**config.mk**
```make
export PLATFORM = sky130hd
export DESIGN_NAME = ascii_to_vfd_segment_frames_core
export DESIGN_NICKNAME = d
export VERILOG_FILES = /design/src/rtl/a2vfd_pkg.sv /design/src/rtl/a2vfd_front.sv /design/src/rtl/a2vfd_cmd_fifo.sv /design/src/rtl/a2vfd_back.sv /design/src/rtl/ascii_to_vfd_segment_frames_core.sv
export SDC_FILE = /design/constraint.sdc
export NUM_CORES = 1
export LEC_CHECK = 0
export BUFFER_PORTS_ARGS = -buffer_cell sky130_fd_sc_hd__buf_2
export CAP_MARGIN = 20
export CORE_MARGIN = 4
export CORE_UTILIZATION = 45
export CTS_BUF_LIST = sky130_fd_sc_hd__clkbuf_8 sky130_fd_sc_hd__clkbuf_16
export DETAILED_ROUTE_END_ITERATION = 12
export SLEW_MARGIN = 20
export SYNTH_ARGS = -nofsm -noshare
export SYNTH_HDL_FRONTEND = slang
export SYNTH_SLANG_ARGS = --single-unit
```
**constraint.sdc**
```tcl
create_clock -name clock -period 4.7 [get_ports clock]
set_clock_uncertainty 0.15 [all_clocks]
set_input_delay 0 -clock clock [delete_from_list [all_inputs] [get_ports clock]]
set_output_delay 0 -clock clock [all_outputs]
set_load 0.02 [all_outputs]
```
**src/rtl/a2vfd_pkg.sv**
```systemverilog
// package: command record, frame codes and font table for the text to display frame encoder
`default_nettype none

package a2vfd_pkg;

   localparam int CHAR_W     = 8;
   localparam int MARK_W     = 2;
   localparam int POS_W      = 5;
   localparam int LEN_W      = 3;
   localparam int BYTE_W     = 8;
   localparam int FONT_DEPTH = 95;
   localparam int FONT_IDX_W = 7;
   localparam int FIFO_DEPTH = 4;
   localparam int FIFO_PTR_W = 2;
   localparam int FIFO_CNT_W = 3;
   localparam int RSP_DATA_W = 40;

   localparam logic [MARK_W-1:0] MARK_NONE  = 2'd0;
   localparam logic [MARK_W-1:0] MARK_DOT   = 2'd1;
   localparam logic [MARK_W-1:0] MARK_COMMA = 2'd2;

   localparam logic [BYTE_W-1:0] CMD_MODE     = 8'h0f;
   localparam logic [BYTE_W-1:0] CMD_DISP_ON  = 8'h8f;
   localparam logic [BYTE_W-1:0] CMD_WRITE    = 8'h40;
   localparam logic [BYTE_W-1:0] ADDR_BASE    = 8'hc0;
   localparam logic [BYTE_W-1:0] DOT_BITS     = 8'h04;
   localparam logic [BYTE_W-1:0] COMMA_BITS   = 8'h06;
   localparam logic [CHAR_W-1:0] CHAR_SPACE   = 8'h20;
   localparam logic [CHAR_W-1:0] CHAR_TILDE   = 8'h7e;
   localparam logic [CHAR_W-1:0] CHAR_DOT     = 8'h2e;
   localparam logic [CHAR_W-1:0] CHAR_COMMA   = 8'h2c;

   localparam logic [LEN_W-1:0] LEN_SHORT = 3'd1;
   localparam logic [LEN_W-1:0] LEN_GLYPH = 3'd4;

   typedef struct packed {
      logic              open;
      logic              emit;
      logic [CHAR_W-1:0] emit_code;
      logic [MARK_W-1:0] emit_mark;
      logic              fin;
      logic [CHAR_W-1:0] fin_code;
      logic [MARK_W-1:0] fin_mark;
   } cmd_type;

   localparam logic [23:0] FONT [FONT_DEPTH] = '{
      24'h000000, 24'h660002, 24'h810000, 24'h010902,
      24'hf97002, 24'hbdd002, 24'h180000, 24'h000004,
      24'h414002, 24'h212002, 24'h068001, 24'h190002,
      24'h000600, 24'h180000, 24'h000400, 24'h048000,
      24'he07900, 24'h041100, 24'h786900, 24'h707100,
      24'h981100, 24'he86001, 24'hf87800, 24'h601100,
      24'hf87900, 24'hf87100, 24'h010002, 24'h018000,
      24'h0c0001, 24'h186000, 24'h128000, 24'h700502,
      24'hf16900, 24'hf81900, 24'h797102, 24'he06800,
      24'h617102, 24'he86800, 24'he80800, 24'hf07800,
      24'h981900, 24'h616002, 24'h007900, 24'h8c0801,
      24'h806800, 24'h861900, 24'h821901, 24'he07900,
      24'hf80900, 24'he07901, 24'hf80901, 24'hf87000,
      24'h610002, 24'h807900, 24'h848800, 24'h809901,
      24'h068001, 24'h987100, 24'h64e000, 24'h414002,
      24'h020001, 24'h212002, 24'h008001, 24'h006000,
      24'h020000, 24'h086802, 24'h882802, 24'h082800,
      24'h105102, 24'h08a800, 24'h590002, 24'ha92002,
      24'h880802, 24'h000002, 24'h012802, 24'h050003,
      24'h800800, 24'h181802, 24'h080802, 24'h082802,
      24'ha90800, 24'ha90002, 24'h080800, 24'ha82002,
      24'h882800, 24'h002802, 24'h008800, 24'h009801,
      24'h068001, 24'h115100, 24'h08a000, 24'h494002,
      24'h010002, 24'h312002, 24'h1c8000
   };

   function automatic logic [23:0] font_lookup(input logic [CHAR_W-1:0] code);
      logic [FONT_IDX_W-1:0] idx;
      idx = '0;
      if (code inside {[CHAR_SPACE:CHAR_TILDE]}) begin
         idx = FONT_IDX_W'(code - CHAR_SPACE);
      end
      return FONT[idx];
   endfunction

   function automatic logic [BYTE_W-1:0] mark_bits(input logic [MARK_W-1:0] mark);
      logic [BYTE_W-1:0] bits;
      case (mark)
         MARK_DOT:   bits = DOT_BITS;
         MARK_COMMA: bits = COMMA_BITS;
         default:    bits = '0;
      endcase
      return bits;
   endfunction

endpackage

`default_nettype wire

```
**src/rtl/a2vfd_front.sv**
```systemverilog
// front end: takes characters, merges marks into the held glyph, issues commands
`default_nettype none

module a2vfd_front
   import a2vfd_pkg::*;
(
   input  wire logic              clock,
   input  wire logic              reset,
   input  wire logic              req_tvalid,
   output      logic              req_tready,
   input  wire logic [CHAR_W-1:0] req_tdata,   // char_code
   input  wire logic              req_tlast,   // string_end
   output      logic              push_valid,
   input  wire logic              push_ready,
   output      cmd_type           push_cmd
);

   logic              string_open_ff, string_open_in;
   logic              pending_valid_ff, pending_valid_in;
   logic [CHAR_W-1:0] pending_char_ff, pending_char_in;
   logic [MARK_W-1:0] pending_mark_ff, pending_mark_in;

   logic              accept;
   logic              pv;
   logic [MARK_W-1:0] pm;
   logic              is_mark;
   logic              merge;
   logic [CHAR_W-1:0] new_char;
   logic [MARK_W-1:0] new_mark;

   assign req_tready = push_ready;
   assign accept     = req_tvalid && req_tready;

   always_comb begin
      pv       = string_open_ff && pending_valid_ff;
      pm       = string_open_ff ? pending_mark_ff : MARK_NONE;
      is_mark  = (req_tdata == CHAR_DOT) || (req_tdata == CHAR_COMMA);
      merge    = pv && (pm == MARK_NONE) && is_mark;
      new_char = merge ? pending_char_ff : req_tdata;
      new_mark = MARK_NONE;
      if (merge) begin
         new_mark = (req_tdata == CHAR_DOT) ? MARK_DOT : MARK_COMMA;
      end

      push_cmd.open      = !string_open_ff;
      push_cmd.emit      = pv && !merge;
      push_cmd.emit_code = pending_char_ff;
      push_cmd.emit_mark = pm;
      push_cmd.fin       = req_tlast;
      push_cmd.fin_code  = new_char;
      push_cmd.fin_mark  = new_mark;
      push_valid = accept && (push_cmd.open || push_cmd.emit || push_cmd.fin);

      string_open_in   = string_open_ff;
      pending_valid_in = pending_valid_ff;
      pending_char_in  = pending_char_ff;
      pending_mark_in  = pending_mark_ff;
      if (accept) begin
         pending_char_in = new_char;
         if (req_tlast) begin
            string_open_in   = 1'b0;
            pending_valid_in = 1'b0;
            pending_mark_in  = MARK_NONE;
         end else begin
            string_open_in   = 1'b1;
            pending_valid_in = 1'b1;
            pending_mark_in  = new_mark;
         end
      end
   end

   always_ff @(posedge clock) begin
      if (reset) begin
         string_open_ff   <= 1'b0;
         pending_valid_ff <= 1'b0;
         pending_mark_ff  <= MARK_NONE;
      end else begin
         string_open_ff   <= string_open_in;
         pending_valid_ff <= pending_valid_in;
         pending_mark_ff  <= pending_mark_in;
      end
   end

   always_ff @(posedge clock) begin
      pending_char_ff <= pending_char_in;
   end

`ifndef SYNTH
   a_mark_needs_glyph: assert property (@(posedge clock) disable iff (reset)
      (pending_mark_ff != MARK_NONE) |-> pending_valid_ff)
      else $error("mark held without a glyph");

   a_closed_no_glyph: assert property (@(posedge clock) disable iff (reset)
      !string_open_ff |-> !pending_valid_ff)
      else $error("glyph held outside a string");

   a_end_closes: assert property (@(posedge clock) disable iff (reset)
      (accept && req_tlast) |=> !string_open_ff)
      else $error("string still open after its last character");
`endif

endmodule

`default_nettype wire

```
**src/rtl/a2vfd_cmd_fifo.sv**
```systemverilog
// short command queue between front end and frame sequencer
`default_nettype none

module a2vfd_cmd_fifo
   import a2vfd_pkg::*;
(
   input  wire logic    clock,
   input  wire logic    reset,
   input  wire logic    push_valid,
   output      logic    push_ready,
   input  wire cmd_type push_cmd,
   output      logic    pop_valid,
   input  wire logic    pop_ready,
   output      cmd_type pop_cmd
);

   cmd_type               slot_ff [FIFO_DEPTH];
   logic [FIFO_PTR_W-1:0] wr_ptr_ff, wr_ptr_in;
   logic [FIFO_PTR_W-1:0] rd_ptr_ff, rd_ptr_in;
   logic [FIFO_CNT_W-1:0] count_ff, count_in;
   logic                  do_push, do_pop;

   assign push_ready = (count_ff != FIFO_CNT_W'(FIFO_DEPTH));
   assign pop_valid  = (count_ff != '0);
   assign pop_cmd    = slot_ff[rd_ptr_ff];
   assign do_push    = push_valid && push_ready;
   assign do_pop     = pop_valid && pop_ready;

   always_comb begin
      wr_ptr_in = do_push ? wr_ptr_ff + 1'b1 : wr_ptr_ff;
      rd_ptr_in = do_pop ? rd_ptr_ff + 1'b1 : rd_ptr_ff;
      count_in  = count_ff;
      if (do_push && !do_pop) begin
         count_in = count_ff + 1'b1;
      end else if (!do_push && do_pop) begin
         count_in = count_ff - 1'b1;
      end
   end

   always_ff @(posedge clock) begin
      if (reset) begin
         wr_ptr_ff <= '0;
         rd_ptr_ff <= '0;
         count_ff  <= '0;
      end else begin
         wr_ptr_ff <= wr_ptr_in;
         rd_ptr_ff <= rd_ptr_in;
         count_ff  <= count_in;
      end
   end

   always_ff @(posedge clock) begin
      if (do_push) begin
         slot_ff[wr_ptr_ff] <= push_cmd;
      end
   end

`ifndef SYNTH
   a_count_bound: assert property (@(posedge clock) disable iff (reset)
      count_ff <= FIFO_CNT_W'(FIFO_DEPTH))
      else $error("queue count beyond depth");

   a_ptr_track: assert property (@(posedge clock) disable iff (reset)
      (count_ff == '0 || count_ff == FIFO_CNT_W'(FIFO_DEPTH)) |-> (wr_ptr_ff == rd_ptr_ff))
      else $error("queue pointers disagree with count");

   a_pop_moves: assert property (@(posedge clock) disable iff (reset)
      (do_pop && !do_push) |=> (count_ff == $past(count_ff) - 1'b1))
      else $error("pop did not lower the count");
`endif

endmodule

`default_nettype wire

```
**src/rtl/a2vfd_back.sv**
```systemverilog
// frame sequencer: turns commands into controller frames, tracks free positions
`default_nettype none

module a2vfd_back
   import a2vfd_pkg::*;
#(
   parameter int NUM_POSITIONS = 16
) (
   input  wire logic                  clock,
   input  wire logic                  reset,
   input  wire logic                  pop_valid,
   output      logic                  pop_ready,
   input  wire cmd_type               pop_cmd,
   output      logic                  rsp_tvalid,
   input  wire logic                  rsp_tready,
   output      logic [RSP_DATA_W-1:0] rsp_tdata,
   output      logic                  rsp_tlast
);

   localparam logic [3:0] ST_IDLE  = 4'd0;
   localparam logic [3:0] ST_OPEN0 = 4'd1;
   localparam logic [3:0] ST_OPEN1 = 4'd2;
   localparam logic [3:0] ST_G1A   = 4'd3;
   localparam logic [3:0] ST_G1B   = 4'd4;
   localparam logic [3:0] ST_G2A   = 4'd5;
   localparam logic [3:0] ST_G2B   = 4'd6;
   localparam logic [3:0] ST_FILLA = 4'd7;
   localparam logic [3:0] ST_FILLB = 4'd8;

   localparam logic [POS_W-1:0] POS_FULL = POS_W'(NUM_POSITIONS);

   logic [3:0]       state_ff, state_in;
   logic [POS_W-1:0] pos_ff, pos_in;
   cmd_type          cmd_ff, cmd_in;

   logic              out_valid_ff, out_valid_in;
   logic [LEN_W-1:0]  len_ff, len_in;
   logic [BYTE_W-1:0] b0_ff, b0_in;
   logic [BYTE_W-1:0] b1_ff, b1_in;
   logic [BYTE_W-1:0] b2_ff, b2_in;
   logic [BYTE_W-1:0] b3_ff, b3_in;
   logic              last_ff, last_in;

   logic              adv;
   logic [3:0]        nxt;
   logic [POS_W-1:0]  pos_dec;
   logic [BYTE_W-1:0] pos_m1;
   logic [BYTE_W-1:0] addr;
   logic [CHAR_W-1:0] g_code;
   logic [MARK_W-1:0] g_mark;
   logic [23:0]       g_font;
   logic [3:0]        first_glyph;
   logic [3:0]        after_open;

   assign adv     = (state_ff != ST_IDLE) && (!out_valid_ff || rsp_tready);
   assign pop_ready = (state_ff == ST_IDLE);
   assign pos_dec = pos_ff - 1'b1;
   assign pos_m1  = BYTE_W'(pos_dec);
   assign addr    = ADDR_BASE | ((pos_m1 << 1) + pos_m1);
   assign g_font  = font_lookup(g_code);

   assign rsp_tvalid = out_valid_ff;
   assign rsp_tlast  = last_ff;
   assign rsp_tdata  = {{(RSP_DATA_W - LEN_W - 4 * BYTE_W){1'b0}},
                        b3_ff, b2_ff, b1_ff, b0_ff, len_ff};

   always_comb begin
      first_glyph = ST_IDLE;
      if (pop_cmd.emit && pos_ff != '0) begin
         first_glyph = ST_G1A;
      end else if (pop_cmd.fin && pos_ff != '0) begin
         first_glyph = ST_G2A;
      end
      after_open = ST_IDLE;
      if (cmd_ff.emit) begin
         after_open = ST_G1A;
      end else if (cmd_ff.fin) begin
         after_open = ST_G2A;
      end
   end

   always_comb begin
      g_code = CHAR_SPACE;
      g_mark = MARK_NONE;
      case (state_ff)
         ST_G1B: begin
            g_code = cmd_ff.emit_code;
            g_mark = cmd_ff.emit_mark;
         end
         ST_G2B: begin
            g_code = cmd_ff.fin_code;
            g_mark = cmd_ff.fin_mark;
         end
         default: begin
            g_code = CHAR_SPACE;
            g_mark = MARK_NONE;
         end
      endcase
   end

   always_comb begin
      nxt    = ST_IDLE;
      len_in = LEN_SHORT;
      b0_in  = CMD_WRITE;
      b1_in  = '0;
      b2_in  = '0;
      b3_in  = '0;
      pos_in = pos_ff;
      case (state_ff)
         ST_OPEN0: begin
            b0_in = CMD_MODE;
            nxt   = ST_OPEN1;
         end
         ST_OPEN1: begin
            b0_in = CMD_DISP_ON;
            nxt   = after_open;
         end
         ST_G1A:   nxt = ST_G1B;
         ST_G2A:   nxt = ST_G2B;
         ST_FILLA: nxt = ST_FILLB;
         ST_G1B, ST_G2B, ST_FILLB: begin
            len_in = LEN_GLYPH;
            b0_in  = addr;
            b1_in  = g_font[23:16];
            b2_in  = g_font[15:8] | mark_bits(g_mark);
            b3_in  = g_font[7:0];
            pos_in = pos_dec;
            if (pos_dec == '0) begin
               nxt = ST_IDLE;
            end else if (state_ff == ST_G1B) begin
               nxt = cmd_ff.fin ? ST_G2A : ST_IDLE;
            end else begin
               nxt = ST_FILLA;
            end
         end
         default: nxt = ST_IDLE;
      endcase
      last_in = (nxt == ST_IDLE);
   end

   always_comb begin
      state_in     = state_ff;
      cmd_in       = cmd_ff;
      out_valid_in = out_valid_ff;
      if (rsp_tready) begin
         out_valid_in = 1'b0;
      end
      if (state_ff == ST_IDLE) begin
         if (pop_valid) begin
            cmd_in   = pop_cmd;
            state_in = pop_cmd.open ? ST_OPEN0 : first_glyph;
         end
      end else if (adv) begin
         state_in     = nxt;
         out_valid_in = 1'b1;
      end
   end

   always_ff @(posedge clock) begin
      if (reset) begin
         state_ff     <= ST_IDLE;
         pos_ff       <= POS_FULL;
         out_valid_ff <= 1'b0;
      end else begin
         state_ff     <= state_in;
         out_valid_ff <= out_valid_in;
         if (state_ff == ST_IDLE && pop_valid && pop_cmd.open) begin
            pos_ff <= POS_FULL;
         end else if (adv) begin
            pos_ff <= pos_in;
         end
      end
   end

   always_ff @(posedge clock) begin
      cmd_ff <= cmd_in;
      if (adv) begin
         len_ff  <= len_in;
         b0_ff   <= b0_in;
         b1_ff   <= b1_in;
         b2_ff   <= b2_in;
         b3_ff   <= b3_in;
         last_ff <= last_in;
      end
   end

`ifndef SYNTH
   a_pos_bound: assert property (@(posedge clock) disable iff (reset)
      pos_ff <= POS_FULL)
      else $error("free position count beyond display size");

   a_glyph_has_slot: assert property (@(posedge clock) disable iff (reset)
      (state_ff == ST_G1A || state_ff == ST_G1B || state_ff == ST_G2A ||
       state_ff == ST_G2B || state_ff == ST_FILLA || state_ff == ST_FILLB)
      |-> (pos_ff != '0))
      else $error("glyph sequenced with no free position");

   a_len_legal: assert property (@(posedge clock) disable iff (reset)
      out_valid_ff |-> (len_ff == LEN_SHORT || len_ff == LEN_GLYPH))
      else $error("frame length neither short nor glyph");
`endif

endmodule

`default_nettype wire

```
**src/rtl/ascii_to_vfd_segment_frames_core.sv**
```systemverilog
// top level: text characters in, display controller frames out
// each glyph is sent as two frames (write command then address and segments);
// a string opener adds two frames (mode set, then display on); the sequencer loads each command while idle
// the first frame of a character passes the command queue and the frame sequencer before it is valid
// input stalls only when the four-entry command queue is full
// synchronous active-high reset clears string state, queue and output; positions go full
`default_nettype none

module ascii_to_vfd_segment_frames_core
   import a2vfd_pkg::*;
#(
   parameter int NUM_POSITIONS = 16
) (
   input  wire logic                  clock,
   input  wire logic                  reset,
   input  wire logic                  req_tvalid,
   output      logic                  req_tready,
   input  wire logic [CHAR_W-1:0]     req_tdata,   // char_code
   input  wire logic                  req_tlast,   // string_end
   output      logic                  rsp_tvalid,
   input  wire logic                  rsp_tready,
   output      logic [RSP_DATA_W-1:0] rsp_tdata,   // frame_len, first_byte, second_byte,
                                                   // third_byte, fourth_byte, zero pad
   output      logic                  rsp_tlast    // run_end
);

   logic    push_valid, push_ready;
   cmd_type push_cmd;
   logic    pop_valid, pop_ready;
   cmd_type pop_cmd;

   a2vfd_front u_front (
      .clock      (clock),
      .reset      (reset),
      .req_tvalid (req_tvalid),
      .req_tready (req_tready),
      .req_tdata  (req_tdata),
      .req_tlast  (req_tlast),
      .push_valid (push_valid),
      .push_ready (push_ready),
      .push_cmd   (push_cmd)
   );

   a2vfd_cmd_fifo u_fifo (
      .clock      (clock),
      .reset      (reset),
      .push_valid (push_valid),
      .push_ready (push_ready),
      .push_cmd   (push_cmd),
      .pop_valid  (pop_valid),
      .pop_ready  (pop_ready),
      .pop_cmd    (pop_cmd)
   );

   a2vfd_back #(
      .NUM_POSITIONS (NUM_POSITIONS)
   ) u_back (
      .clock      (clock),
      .reset      (reset),
      .pop_valid  (pop_valid),
      .pop_ready  (pop_ready),
      .pop_cmd    (pop_cmd),
      .rsp_tvalid (rsp_tvalid),
      .rsp_tready (rsp_tready),
      .rsp_tdata  (rsp_tdata),
      .rsp_tlast  (rsp_tlast)
   );

endmodule

`default_nettype wire
```
==> impl_summary.log <==
INFO  metric run_status = finished, final reports clean
INFO  metric die-area = 0.0232 mm^2
INFO  metric synthToLayoutAreaGrowth = 13.6%
INFO  metric crit_buf_inv = 2
INFO  metric synthXorXnorAreaFrac = 0.0177
INFO  metric synth_area = 0.00938 mm^2
INFO  metric antennaDiodeCount = 0
INFO  metric finalWorstSetupSlack = 0.328 ns
INFO  metric synthMuxAreaShare = 0.0800
INFO  metric yosys-top-cells-area = edfxtp_1 (49%), mux4_2 (5.5%), dfxtp_1 (4.7%), ha_1 (3.1%), nor2_1 (2.6%)
INFO  metric io_buf_count = 44
INFO  metric synthAdderAreaFrac = 0.0349
INFO  metric clock_sinks = 174
INFO  metric irDropWorstVdd = 261 uV
INFO  metric path_cells = or3b_1, nor2_1, ha_1, o21ai_2, and4_1, nor2_1, nand2_1, inv_1, ha_1, inv_1, nor2_1, nand3_1, a21oi_1, a211oi_1, a2111oi_2
INFO  metric boundaryPins = 56
INFO  metric cpPeakStageDelay = 0.55 ns
INFO  metric num-fill-cells = 1772
INFO  metric ys_seq_elements = 174
INFO  metric clk_root_buffer_cell = clkbuf_16
INFO  metric synthTopCellsByCount = edfxtp_1 (152), nor2_1 (65), nand2_1 (55), a21oi_1 (48), o21ai_0 (36)
INFO  metric antenna_violations_before_repair = 0
INFO  metric cts_tree = done
INFO  metric maxSlewHeadroom = 0.290
INFO  metric start_kind = flip-flop
INFO  metric design.final.nets = 892
INFO  metric required = 4.77 ns
INFO  metric synth_edf_count = 152
INFO  metric viasPerCell = 6.28
INFO  metric post_route_cells_drive_above_1_share = 0.203
INFO  metric worstSkewPairLatency = 0.43 ns
INFO  metric die_width = 152 um
INFO  metric timing.hold.worst.start = req_tlast
INFO  metric first_drt_pass_iteration_count = 6
INFO  metric max_clock_freq = 229 MHz
INFO  metric synth_cell_type_count = 83
INFO  metric synth_top_family_by_area = compound AO/OA/AOI/OAI gates
INFO  metric tns = 0 ns
INFO  metric total_global_routing_overflow = 0
INFO  metric worst_setup_hold_path_clk_slew = 0.08 ns
INFO  metric groute.usage.overall = 0.239
INFO  metric postSynth.topFlopCell = edfxtp_1
INFO  metric critical_path.endpoint_type = flip-flop
INFO  metric critical_path_arrival = 4.44 ns
INFO  metric timing.final.crit_share = 0.930
INFO  metric synth.yosys.warnings = 0
INFO  metric clock_tree.htree_level_count = 4
INFO  metric synth-simple-area-share = 0.140
INFO  metric crit_path_leading_delay_family = simple AND/OR/NAND/NOR gates
INFO  metric timing.rr.start = u_back.state_ff[2]
INFO  metric initialDrtViolationCount = 780
INFO  metric critPathMostFrequentCell = nor2_1
INFO  metric first_global_vias = 7029
INFO  metric pin_count_of_the_biggest_net_entering_global_routing = 28
INFO  metric critical_path.reg2reg.endpoint = u_back.b1_ff[5]
INFO  metric place.detailed.hpwl = 19.7 mm
INFO  metric yosysMostFrequentCell = edfxtp_1
INFO  metric asyncSetResetFlopFracSynth = 0
INFO  metric timing_worst_slew_pin_value = 1.06 ns
INFO  metric cts_buffers = 17
INFO  metric worst-path-max-fanout = 12
INFO  metric post_synth_inst_count = 790
INFO  metric power.density_cell_area = 630 mW/mm^2
INFO  metric cts.path.max_buffers = 2
INFO  metric dr_total_vias = 7138
INFO  metric preCtsSetupSlack = 0.387 ns
INFO  metric synthDominantAreaCellType = edfxtp_1
INFO  metric overall_power_consumption = 6.71 mW
INFO  metric drc = 0
INFO  metric row_cnt = 52
INFO  metric crit_path_top_delay_cell = dfxtp_1
INFO  metric syn_area_per_cell = 11.9 um^2
INFO  metric leakagePower = 3.79 nW
INFO  metric initial_utilization = 0.461
INFO  metric synth_seq_area_share = 0.533
INFO  metric finalHoldWorstSlack = 0.210 ns
INFO  metric worst_reg2reg_setup_slack = 0.33 ns
INFO  metric maxCapViolCount = 0
INFO  metric synthesized_area_fraction_occupied_by_ao_oa_aoi_and_oai_cells = 0.147
INFO  metric timing.final.setup_violations = 0
INFO  metric finalCriticalPeriod = 4.37 ns
INFO  metric maxSlewViolCount = 0
INFO  metric final-hold-violation-count = 0
INFO  metric wl_per_cell = 24.4 um
INFO  metric gp_congestion = 0.954
INFO  metric hold_path_class = input pin to flip-flop
INFO  metric holdPathStages = 3
INFO  metric wirelength = 27.7 mm
INFO  metric grt_setup_unrepaired = no
INFO  metric critPathKind = flip-flop to flip-flop
INFO  metric antenna_violating_nets_post_route = 0
INFO  metric netlist.area_leader.share = 0.486
INFO  metric global_route_wire_length_before_repair = 42.8 mm
INFO  metric r2r.worst_path.cells = 15
INFO  metric dieHeight = 152 um
INFO  metric worstHoldEndpoint = u_front.string_open_ff
INFO  metric core_area = 0.0204 mm^2
## repair_timing
item / CTS / global route
hold buffers: 13 / 0
resized for setup: 0 / 0
endpoints found under the hold margin: 69 / 0
endpoints found under the setup margin: 0 / 0
buffers inserted: 0 / 0
## sequential cells by signal, indices dropped and copies added (netlist names), 3 cells and up, named ones only
name,flops
u_fifo.slot_ff,92
u_back.cmd_ff,22
u_back.b0_ff,8
u_back.b1_ff,8
u_back.b2_ff,8
u_front.pending_char_ff,8
u_back.pos_ff,5
u_back.state_ff,4
u_back.b3_ff,3
u_fifo.count_ff,3
## per-stage QoR
step	std cells	util	cell area, um^2
4_1_cts	1137	0.523	10700
5_1_grt	1137	0.523	10700
3_3_place_gp	1092	0.488	9930
3_5_place_dp	1092	0.488	9930
2_1_floorplan	800	-	9420
6_report	1137	0.523	10700
## cells by family (layout without fill, tap and decap cells)
group	count (synthesis)	after routing
and+or+nand+nor	244	244
AOI/OAI and AO/OA	197	197
DFF	174	174
buffers and inverters	86	153
muxes	44	44
adders and majority gates	25	25
xor gates and xnor gates	19	19
other	1	11
## how the worst max path moves through the flow
| stage | start | end | slack [ns] | depth (start not counted) |
|---|---|---|---|---|
| finish | u_back.state_ff[2] | u_back.b1_ff[5] | 0.33 | 15 |
| global route | u_back.state_ff[2] | u_back.b1_ff[5] | 0.01 | 15 |
| CTS | u_back.state_ff[2] | u_back.b2_ff[6] | 0.36 | 11 |
| detailed placement | u_back.state_ff[2] | u_back.b1_ff[5] | 0.39 | 15 |
| global placement | u_back.state_ff[2] | u_back.b2_ff[3] | 0.37 | 13 |
| floorplan | u_back.state_ff[0] | u_back.b2_ff[6] | 0.94 | 16 |
## power by group
group,switching [mW],internal [mW],leakage (nW),total [mW]
combinational,1.96,1.01,1.89,2.96
clock,0.685,0.719,0.291,1.40
sequential,0.176,2.17,1.62,2.34
total,2.82,3.89,3.79,6.71
## per-layer routing
layer	GRT usage	vias to the layer above	wire, um
met4	0.123	0	1460
met3	0.0471	92	1800
met5	0	-	0
met1	0.305	3529	11100
met2	0.387	362	13300
li1	-	3155	-
## worst register-to-register path, delay by kind of cell, from the launching register on
kind	cells	cell delay, ns
fa+ha+maj	2	0.53
flops	1	0.55
buf+inv	2	0.30
compound gates	4	0.78
simple gates	7	1.88
## layout by cell type (no fill, tap or decap), drive strengths merged, types with 11 or more instances in the layout
cell type      n
buf           83
inv           35
clkbuf        17
o21ai         40
conb          11
nand4         11
ha            23
nand2         60
dfxtp         22
nor2          67
and2          11
edfxtp       152
mux2i         12
mux4          23
nor3          24
a21o          14
dlygate4sd3   13
nand3         32
a21oi         49
## area by class of cell
cell class | count | area [um^2] | share of cell area
multi-input combinational | 540 | 3980 | 0.373
tap | 270 | 338 | 0.0317
timing repair buffer | 96 | 643 | 0.0603
clock buffer | 17 | 425 | 0.0399
sequential | 174 | 5000 | 0.470
clock inverter | 15 | 170 | 0.0160
inverter | 25 | 96.3 | 0.00904
(Power assumes the default switching activity.)
